`src/rtl/lgrs_pkg.sv`:
```
// Shared types, constants and the B3/S23 rule for the Life row stepper.
// Depends on nothing; every other file in rtl imports it.
`default_nettype none

package lgrs_pkg;

   localparam int ROW_W      = 64;
   localparam int COL_W      = 7;
   localparam int CNT_W      = 12;
   localparam int RSP_DATA_W = 80;
   localparam int CSR_IDX_W  = 1;
   localparam int CSR_DATA_W = 12;

   localparam logic [CSR_IDX_W-1:0] CSR_GRID_COLUMNS = 1'd0;
   localparam logic [CSR_IDX_W-1:0] CSR_GRID_ROWS    = 1'd1;

   localparam logic [COL_W-1:0] GRID_COLUMNS_RESET = 7'd38;
   localparam logic [CNT_W-1:0] GRID_ROWS_RESET    = 12'd18;

   localparam logic [3:0] BIRTH_COUNT   = 4'd3;
   localparam logic [3:0] SURVIVE_COUNT = 4'd2;

   localparam int OQ_DEPTH = 4;
   localparam int OQ_PTR_W = 2;
   localparam int OQ_CNT_W = 3;

   typedef struct packed {
      logic above;
      logic middle;
      logic cur;
   } nbr_bits_type;

   typedef struct packed {
      logic             last_row;
      logic [CNT_W-1:0] row_index;
      logic [ROW_W-1:0] next_row_cells;
   } rsp_item_type;

   function automatic logic life_rule(input logic alive, input logic [3:0] count);
      life_rule = (count == BIRTH_COUNT) || (alive && (count == SURVIVE_COUNT));
   endfunction

endpackage

`default_nettype wire

```
`src/rtl/life_generation_row_stepper.sv`:
```
// Top level of the Life (B3/S23) row stepper: configuration registers, row
// counter, the chain of column cells and the result queue.
// Depends on lgrs_pkg, lgrs_cell and lgrs_out_fifo.
//
//   channel   direction  handshake               payload
//   req_      in         req_tvalid/req_tready   tdata[63:0] row_cells
//   rsp_      out        rsp_tvalid/rsp_tready   tdata[63:0] next_row_cells,
//                                                tdata[75:64] row_index,
//                                                tlast last_row
//   csr_      in         csr_valid/csr_ready     csr_index, csr_data
//
// One row per cycle while the result queue has room: every column cell updates
// in parallel when a row is taken. A row's results are registered into the queue
// (none for the first row of a multi-row generation, two for its last row); the
// four-entry queue takes a row while it holds at most two, so rsp_tready low
// stalls req_. Synchronous active-high reset clears the held rows, the row
// counter and the queue, and loads the register defaults (38 columns, 18 rows).
`default_nettype none

module life_generation_row_stepper
   import lgrs_pkg::*;
#(
   parameter int MAX_COLUMNS = 64
) (
   input  wire logic                  clock,
   input  wire logic                  reset,
   // row_cells [63:0]
   input  wire logic                  req_tvalid,
   output logic                       req_tready,
   input  wire logic [ROW_W-1:0]      req_tdata,
   // next_row_cells [63:0], row_index [75:64], zero [79:76]
   output logic                       rsp_tvalid,
   input  wire logic                  rsp_tready,
   output logic [RSP_DATA_W-1:0]      rsp_tdata,
   output logic                       rsp_tlast,
   input  wire logic                  csr_valid,
   output logic                       csr_ready,
   input  wire logic [CSR_IDX_W-1:0]  csr_index,
   input  wire logic [CSR_DATA_W-1:0] csr_data
);

   logic [COL_W-1:0] grid_columns_ff, grid_columns_in;
   logic [CNT_W-1:0] grid_rows_ff, grid_rows_in;
   logic [CNT_W-1:0] row_counter_ff, row_counter_in;
   logic [CNT_W-1:0] rows_eff;
   logic             accept;
   logic             push_a;
   logic             push_b;
   logic             space_ok;
   logic [ROW_W-1:0] next_mid_w;
   logic [ROW_W-1:0] next_cur_w;
   rsp_item_type     item_a;
   rsp_item_type     item_b;
   rsp_item_type     first_item;
   rsp_item_type     out_item;
   nbr_bits_type     own_w [MAX_COLUMNS];

   assign csr_ready  = 1'b1;
   assign req_tready = space_ok;
   assign accept     = req_tvalid & req_tready;

   always_comb begin
      grid_columns_in = grid_columns_ff;
      grid_rows_in    = grid_rows_ff;
      if (csr_valid && csr_ready) begin
         case (csr_index)
            CSR_GRID_COLUMNS: grid_columns_in = csr_data[COL_W-1:0];
            CSR_GRID_ROWS:    grid_rows_in    = csr_data[CNT_W-1:0];
            default: ;
         endcase
      end
   end

   assign rows_eff = (grid_rows_ff == '0) ? CNT_W'(1) : grid_rows_ff;
   assign push_a   = accept && (row_counter_ff != '0);
   assign push_b   = accept && (row_counter_ff >= rows_eff - CNT_W'(1));

   always_comb begin
      row_counter_in = row_counter_ff;
      if (accept) begin
         row_counter_in = push_b ? '0 : row_counter_ff + CNT_W'(1);
      end
   end

   always_ff @(posedge clock) begin
      if (reset) begin
         grid_columns_ff <= GRID_COLUMNS_RESET;
         grid_rows_ff    <= GRID_ROWS_RESET;
         row_counter_ff  <= '0;
      end else begin
         grid_columns_ff <= grid_columns_in;
         grid_rows_ff    <= grid_rows_in;
         row_counter_ff  <= row_counter_in;
      end
   end

   for (genvar c = 0; c < MAX_COLUMNS; c++) begin : g_cell
      nbr_bits_type left_w;
      nbr_bits_type right_w;

      if (c == 0) begin : g_left_edge
         assign left_w = '0;
      end else begin : g_left
         assign left_w = own_w[c-1];
      end

      if (c == MAX_COLUMNS - 1) begin : g_right_edge
         assign right_w = '0;
      end else begin : g_right
         assign right_w = own_w[c+1];
      end

      lgrs_cell #(
         .COL (c)
      ) u_cell (
         .clock        (clock),
         .reset        (reset),
         .accept       (accept),
         .clear        (push_b),
         .grid_columns (grid_columns_ff),
         .cur_bit      (req_tdata[c]),
         .left         (left_w),
         .right        (right_w),
         .own          (own_w[c]),
         .next_mid     (next_mid_w[c]),
         .next_cur     (next_cur_w[c])
      );
   end

   for (genvar c = MAX_COLUMNS; c < ROW_W; c++) begin : g_dead
      assign next_mid_w[c] = 1'b0;
      assign next_cur_w[c] = 1'b0;
   end

   assign item_a.next_row_cells = next_mid_w;
   assign item_a.row_index      = row_counter_ff - CNT_W'(1);
   assign item_a.last_row       = 1'b0;

   assign item_b.next_row_cells = next_cur_w;
   assign item_b.row_index      = row_counter_ff;
   assign item_b.last_row       = 1'b1;

   assign first_item = push_a ? item_a : item_b;

   lgrs_out_fifo u_out_fifo (
      .clock       (clock),
      .reset       (reset),
      .push_first  (push_a | push_b),
      .push_second (push_a & push_b),
      .first_item  (first_item),
      .second_item (item_b),
      .space_ok    (space_ok),
      .out_valid   (rsp_tvalid),
      .out_ready   (rsp_tready),
      .out_item    (out_item)
   );

   assign rsp_tdata = {(RSP_DATA_W - ROW_W - CNT_W)'(0), out_item.row_index,
                       out_item.next_row_cells};
   assign rsp_tlast = out_item.last_row;

endmodule

`default_nettype wire

```
`src/rtl/lgrs_cell.sv`:
```
// One column cell: holds the column's bits of the two previous rows and
// exchanges them with its left and right neighbors. Uses lgrs_pkg.
`default_nettype none

module lgrs_cell
   import lgrs_pkg::*;
#(
   parameter int COL = 0
) (
   input  wire logic             clock,
   input  wire logic             reset,
   input  wire logic             accept,
   input  wire logic             clear,
   input  wire logic [COL_W-1:0] grid_columns,
   input  wire logic             cur_bit,
   input  wire nbr_bits_type     left,
   input  wire nbr_bits_type     right,
   output nbr_bits_type          own,
   output logic                  next_mid,
   output logic                  next_cur
);

   logic       in_use;
   logic       above_ff, above_in;
   logic       middle_ff, middle_in;
   logic [3:0] count_mid;
   logic [3:0] count_cur;

   assign in_use = grid_columns > COL_W'(COL);

   assign own.above  = above_ff;
   assign own.middle = middle_ff;
   assign own.cur    = cur_bit & in_use;

   assign count_mid = 4'(left.above) + 4'(left.middle) + 4'(left.cur)
                    + 4'(above_ff) + 4'(own.cur)
                    + 4'(right.above) + 4'(right.middle) + 4'(right.cur);

   assign count_cur = 4'(left.middle) + 4'(left.cur) + 4'(middle_ff)
                    + 4'(right.middle) + 4'(right.cur);

   assign next_mid = in_use & life_rule(middle_ff, count_mid);
   assign next_cur = in_use & life_rule(own.cur, count_cur);

   always_comb begin
      above_in  = above_ff;
      middle_in = middle_ff;
      if (accept) begin
         if (clear) begin
            above_in  = 1'b0;
            middle_in = 1'b0;
         end else begin
            above_in  = middle_ff;
            middle_in = own.cur;
         end
      end
   end

   always_ff @(posedge clock) begin
      if (reset) begin
         above_ff  <= 1'b0;
         middle_ff <= 1'b0;
      end else begin
         above_ff  <= above_in;
         middle_ff <= middle_in;
      end
   end

endmodule

`default_nettype wire

```
`src/rtl/lgrs_out_fifo.sv`:
```
// Result queue of the Life row stepper: takes one or two results per cycle
// and presents them in order on the result stream. Uses lgrs_pkg.
`default_nettype none

module lgrs_out_fifo
   import lgrs_pkg::*;
(
   input  wire logic         clock,
   input  wire logic         reset,
   input  wire logic         push_first,
   input  wire logic         push_second,
   input  wire rsp_item_type first_item,
   input  wire rsp_item_type second_item,
   output logic              space_ok,
   output logic              out_valid,
   input  wire logic         out_ready,
   output rsp_item_type      out_item
);

   rsp_item_type                entries_ff [OQ_DEPTH];
   logic         [OQ_PTR_W-1:0] wr_ptr_ff, wr_ptr_in;
   logic         [OQ_PTR_W-1:0] rd_ptr_ff, rd_ptr_in;
   logic         [OQ_CNT_W-1:0] count_ff, count_in;
   logic         [OQ_PTR_W-1:0] wr_next;
   logic                        pop;

   assign out_valid = count_ff != '0;
   assign out_item  = entries_ff[rd_ptr_ff];
   assign pop       = out_valid & out_ready;
   assign space_ok  = count_ff <= OQ_CNT_W'(OQ_DEPTH - 2);
   assign wr_next   = wr_ptr_ff + OQ_PTR_W'(1);

   always_comb begin
      wr_ptr_in = wr_ptr_ff + OQ_PTR_W'(push_first) + OQ_PTR_W'(push_second);
      rd_ptr_in = rd_ptr_ff + OQ_PTR_W'(pop);
      count_in  = count_ff + OQ_CNT_W'(push_first) + OQ_CNT_W'(push_second)
                - OQ_CNT_W'(pop);
   end

   always_ff @(posedge clock) begin
      if (reset) begin
         wr_ptr_ff <= '0;
         rd_ptr_ff <= '0;
         count_ff  <= '0;
      end else begin
         wr_ptr_ff <= wr_ptr_in;
         rd_ptr_ff <= rd_ptr_in;
         count_ff  <= count_in;
      end
   end

   always_ff @(posedge clock) begin
      if (push_first) begin
         entries_ff[wr_ptr_ff] <= first_item;
      end
      if (push_second) begin
         entries_ff[wr_next] <= second_item;
      end
   end

endmodule

`default_nettype wire

```
`config.mk`:
```
export PLATFORM = sky130hd
export DESIGN_NAME = life_generation_row_stepper
export DESIGN_NICKNAME = d
export VERILOG_FILES = /design/src/rtl/lgrs_pkg.sv /design/src/rtl/life_generation_row_stepper.sv /design/src/rtl/lgrs_cell.sv /design/src/rtl/lgrs_out_fifo.sv
export SDC_FILE = /design/constraint.sdc
export NUM_CORES = 2
export LEC_CHECK = 0
export BUFFER_PORTS_ARGS = -buffer_cell sky130_fd_sc_hd__buf_2
export CAP_MARGIN = 25
export CELL_PAD_IN_SITES_DETAIL_PLACEMENT = 1
export CELL_PAD_IN_SITES_GLOBAL_PLACEMENT = 1
export CORE_ASPECT_RATIO = 1.1
export CORE_UTILIZATION = 48
export DETAILED_ROUTE_END_ITERATION = 8
export PLACE_DENSITY = 0.8
export SETUP_SLACK_MARGIN = 0.1
export SLEW_MARGIN = 20
export SYNTH_ARGS = -nofsm -noshare
export SYNTH_HDL_FRONTEND = slang
export SYNTH_SLANG_ARGS = --single-unit
```
`constraint.sdc`:
```
create_clock -name clock -period 7.7 [get_ports clock]
set_clock_uncertainty 0.05 [all_clocks]
set_input_delay 0 -clock clock [delete_from_list [all_inputs] [get_ports clock]]
set_output_delay 0 -clock clock [all_outputs]
set_load 0.02 [all_outputs]
```
==> impl_metrics.json <==
{
  "p_per_area_mw_per_mm2": 222,
  "worstPathCellList": "nor3_1 > nand2_1 > nor3_1 > a21oi_1 > ha_1 > and2_1 > nand2_1 > nor2_1 > xnor2_1 > ha_1 > nand4_1 > a31oi_1 > or2_2 > nor2_4 > buf_4 > a21o_4 > buf_4 > o22ai_1",
  "fmax_mhz": 162,
  "crit_buf_inv": 2,
  "hold_buffers": 89,
  "die_height_um": 302,
  "numClockSinks": 474,
  "cts_buffer_depth": 3,
  "viasPerCell": 6.17,
  "cts_buffers": 55,
  "pre_cts_ws_ps": 1770,
  "critPathArrivalTime_ps": 6450,
  "slowest_stage": "buf_4",
  "grt_max_degree": 86,
  "hold_viol": 0,
  "synth_edf_count": 304,
  "clock-root-buffer": "clkbuf_16",
  "place_inst": 4832,
  "drc": 13,
  "nets": 4730,
  "cp_max_fo": 64,
  "setup_viol": 0,
  "worstHoldStart": "req_tdata[26]",
  "ys_async_sr_fraction_pct": 0,
  "synth_ff_type": "edfxtp_1",
  "start_kind": "flip-flop",
  "numPortBuffers": 160,
  "syn_area_per_cell_sq_um": 10.4,
  "synth.most_common_cell": "inv_1",
  "die_w_um": 275,
  "reg2reg_setup_slack_ps": 1510,
  "clk_latency_ps": 630,
  "drive_above_1_share_pct": 11.8,
  "slowest_delay_ps": 810,
  "crit_required_ps": 7960,
  "row_count": 109,
  "area_growth_syn_to_layout_pct": 11.5,
  "cellLeakagePower_nw": 18.3,
  "grt_pass1_vias": 34400,
  "min_period_ps": 6190,
  "wl_per_cell_um": 25.9,
  "final.setup.worst_slack_ps": 1510,
  "final_cells": 5031,
  "drtPass1Iterations": 9,
  "cts.clk_slew.worst_paths_ps": 70,
  "total_power_w": 0.00972,
  "die_area_sq_mm": 0.0830,
  "tightest_slew_ps": 1120,
  "syn_area_sq_mm": 0.0393,
  "end_kind": "flip-flop",
  "gr-usage-all-layers_pct": 31.8,
  "post_cts_resize_count": 0,
  "hold_class": "in -> reg",
  "worstHoldEndpoint": "g_cell[26].u_cell.middle_ff",
  "drt-initial-drc-count": 2678,
  "run_status": "complete, but fails checks",
  "worstSetupPathType": "reg -> reg",
  "gp_congestion": 0.838,
  "maxSlewHeadroom_pct": 25.7,
  "violations": "DRC",
  "irDropWorstVdd_mv": 0.159,
  "crit_family": "simple AND/OR/NAND/NOR gates",
  "synth.yosys.seq_area_share_pct": 31.9,
  "route.antenna.remaining_nets": 0,
  "slew_violations": 0,
  "yosys.area.top_type": "edfxtp_1",
  "ys_seq_elements": 474,
  "synth_area_leaders": "edfxtp_1 (23%), fa_1 (19%), ha_1 (11%)",
  "vias": 31000,
  "dp_hpwl_um": 88300,
  "fin_tns_setup_ps": 0,
  "grt_pass1_wl_um": 201000,
  "drv_cap": 0,
  "synth_top_cell_area_share_pct": 23.2,
  "antenna_found_initial": 7,
  "cts_tree": "built",
  "rsz0062_at_grt": "no",
  "ys_types": 78,
  "grt_overflow": 0,
  "rr_worst_depth": 18,
  "start_util_pct": 48.6,
  "r2r_start": "grid_rows_ff[4]",
  "synthTopCellsByCount": "inv_1 (711), fa_1 (381), ha_1 (338)",
  "synth_cells": 3772,
  "cts_setup_buffers": 0,
  "ios": 166,
  "reg2reg_to": "u_out_fifo.entries_ff[2][27]",
  "hold_depth": 5,
  "ys_warn_count": 0,
  "drt_wl_total_um": 130000,
  "htreeDepth": 2,
  "core_sq_mm": 0.0807,
  "min_period_over_period_pct": 80.4
}
==> worst reg2reg max path: stages (launching register included) <==
cell and delay, ps:
dfxtp_1 370, nor3_1 450, nand2_1 170, nor3_1 510, a21oi_1 210, ha_1 280, and2_1 180, nand2_1 80
nor2_1 50, xnor2_1 120, ha_1 270, nand4_1 170, a31oi_1 90, or2_2 340, nor2_4 570, buf_4 610
a21o_4 230, buf_4 810, o22ai_1 310
==> placed cells by master, fill, tap and decap left out, types with 21 or more instances in the layout <==
| cell | count |
|---|---|
| edfxtp_1 | 304 |
| o2111ai_1 | 44 |
| buf_2 | 160 |
| a21oi_1 | 200 |
| clkbuf_16 | 58 |
| buf_4 | 36 |
| o21ai_0 | 40 |
| nor2_1 | 146 |
| ha_1 | 338 |
| inv_1 | 711 |
| mux2i_1 | 35 |
| nand4_1 | 24 |
| o22ai_1 | 224 |
| dlygate4sd3_1 | 89 |
| mux4_2 | 77 |
| a2111oi_0 | 26 |
| nand3_1 | 125 |
| nand3b_1 | 21 |
| nand2_1 | 248 |
| a22oi_1 | 24 |
| nand2b_1 | 28 |
| nor2b_1 | 54 |
| nor3_1 | 58 |
| fa_1 | 381 |
| dfxtp_1 | 168 |
| a21o_1 | 24 |
| a22o_1 | 32 |
==> state kept, by name, indices dropped and copies added (netlist names) <==
register,flops
u_out_fifo.rd_ptr_ff,2
g_cell.u_cell.above_ff,64
u_out_fifo.entries_ff,308
grid_rows_ff,12
row_counter_ff,12
g_cell.u_cell.middle_ff,64
grid_columns_ff,7
u_out_fifo.wr_ptr_ff,2
u_out_fifo.count_ff,3
==> power by group <==
part           total, W  switching (W)  internal [W]
sequential      0.00299       0.000192       0.00280
clock           0.00276        0.00118       0.00158
combinational   0.00396        0.00254       0.00143
total           0.00972        0.00391       0.00580
==> how the worst max path moves through the flow <==
stage | start | end | cells after the start
2_1_floorplan | grid_rows_ff[4] | u_out_fifo.entries_ff[3][0] | 18
3_3_place_gp | grid_columns_ff[2] | u_out_fifo.entries_ff[1][27] | 12
3_5_place_dp | grid_columns_ff[2] | u_out_fifo.entries_ff[2][27] | 12
4_1_cts | grid_columns_ff[2] | u_out_fifo.entries_ff[2][27] | 12
5_1_grt | grid_rows_ff[4] | u_out_fifo.entries_ff[2][39] | 18
6_report | grid_rows_ff[4] | u_out_fifo.entries_ff[2][27] | 18
==> kinds of logic (layout without fill, tap and decap cells) <==
group	count (synthesis)	in the layout	share of synthesized area (%)
XOR/XNOR	25	25	0.558
AND/OR/NAND/NOR	776	776	9.61
adder cells (fa/ha/maj)	719	719	30.2
AO/OA/AOI/OAI	740	740	12.8
other	2	7	0.0191
flip-flops	474	474	31.9
buffers and inverters	908	1108	9.14
multiplexers	128	128	5.77
==> through the flow <==
step	utilization (%)	cell area, sq um	hold slack, ps
CTS	54.1	43700	0.335
detailed placement	50.7	41000	201
floorplan	-	39300	71.1
global route	54.2	43800	49.2
global placement	50.7	41000	201
finish	54.2	43800	4.10
==> layout make-up <==
type	count	area (sq um)
Tap cell	1054	1320
Inverter	712	2670
Fill cell	8792	36900
Clock inverter	27	264
Multi-Input combinational cell	2393	23300
Timing Repair Buffer	293	2080
Sequential cell	474	12500
Clock buffer	76	1590
Antenna cell	2	5.00
==> layer usage <==
metal / part of all wire (%) / global-route usage, % / wire length, um / vias up
met4: 5.3 / 16.7 / 6880 / 4
met1: 38 / 38.2 / 49000 / 16000
li1: - / - / - / 13400
met5: 0.021 / 0 / 27 / -
met3: 7.2 / 4.96 / 9360 / 371
met2: 50 / 54.9 / 65100 / 1282
Power figures use the tool's default switching activity.
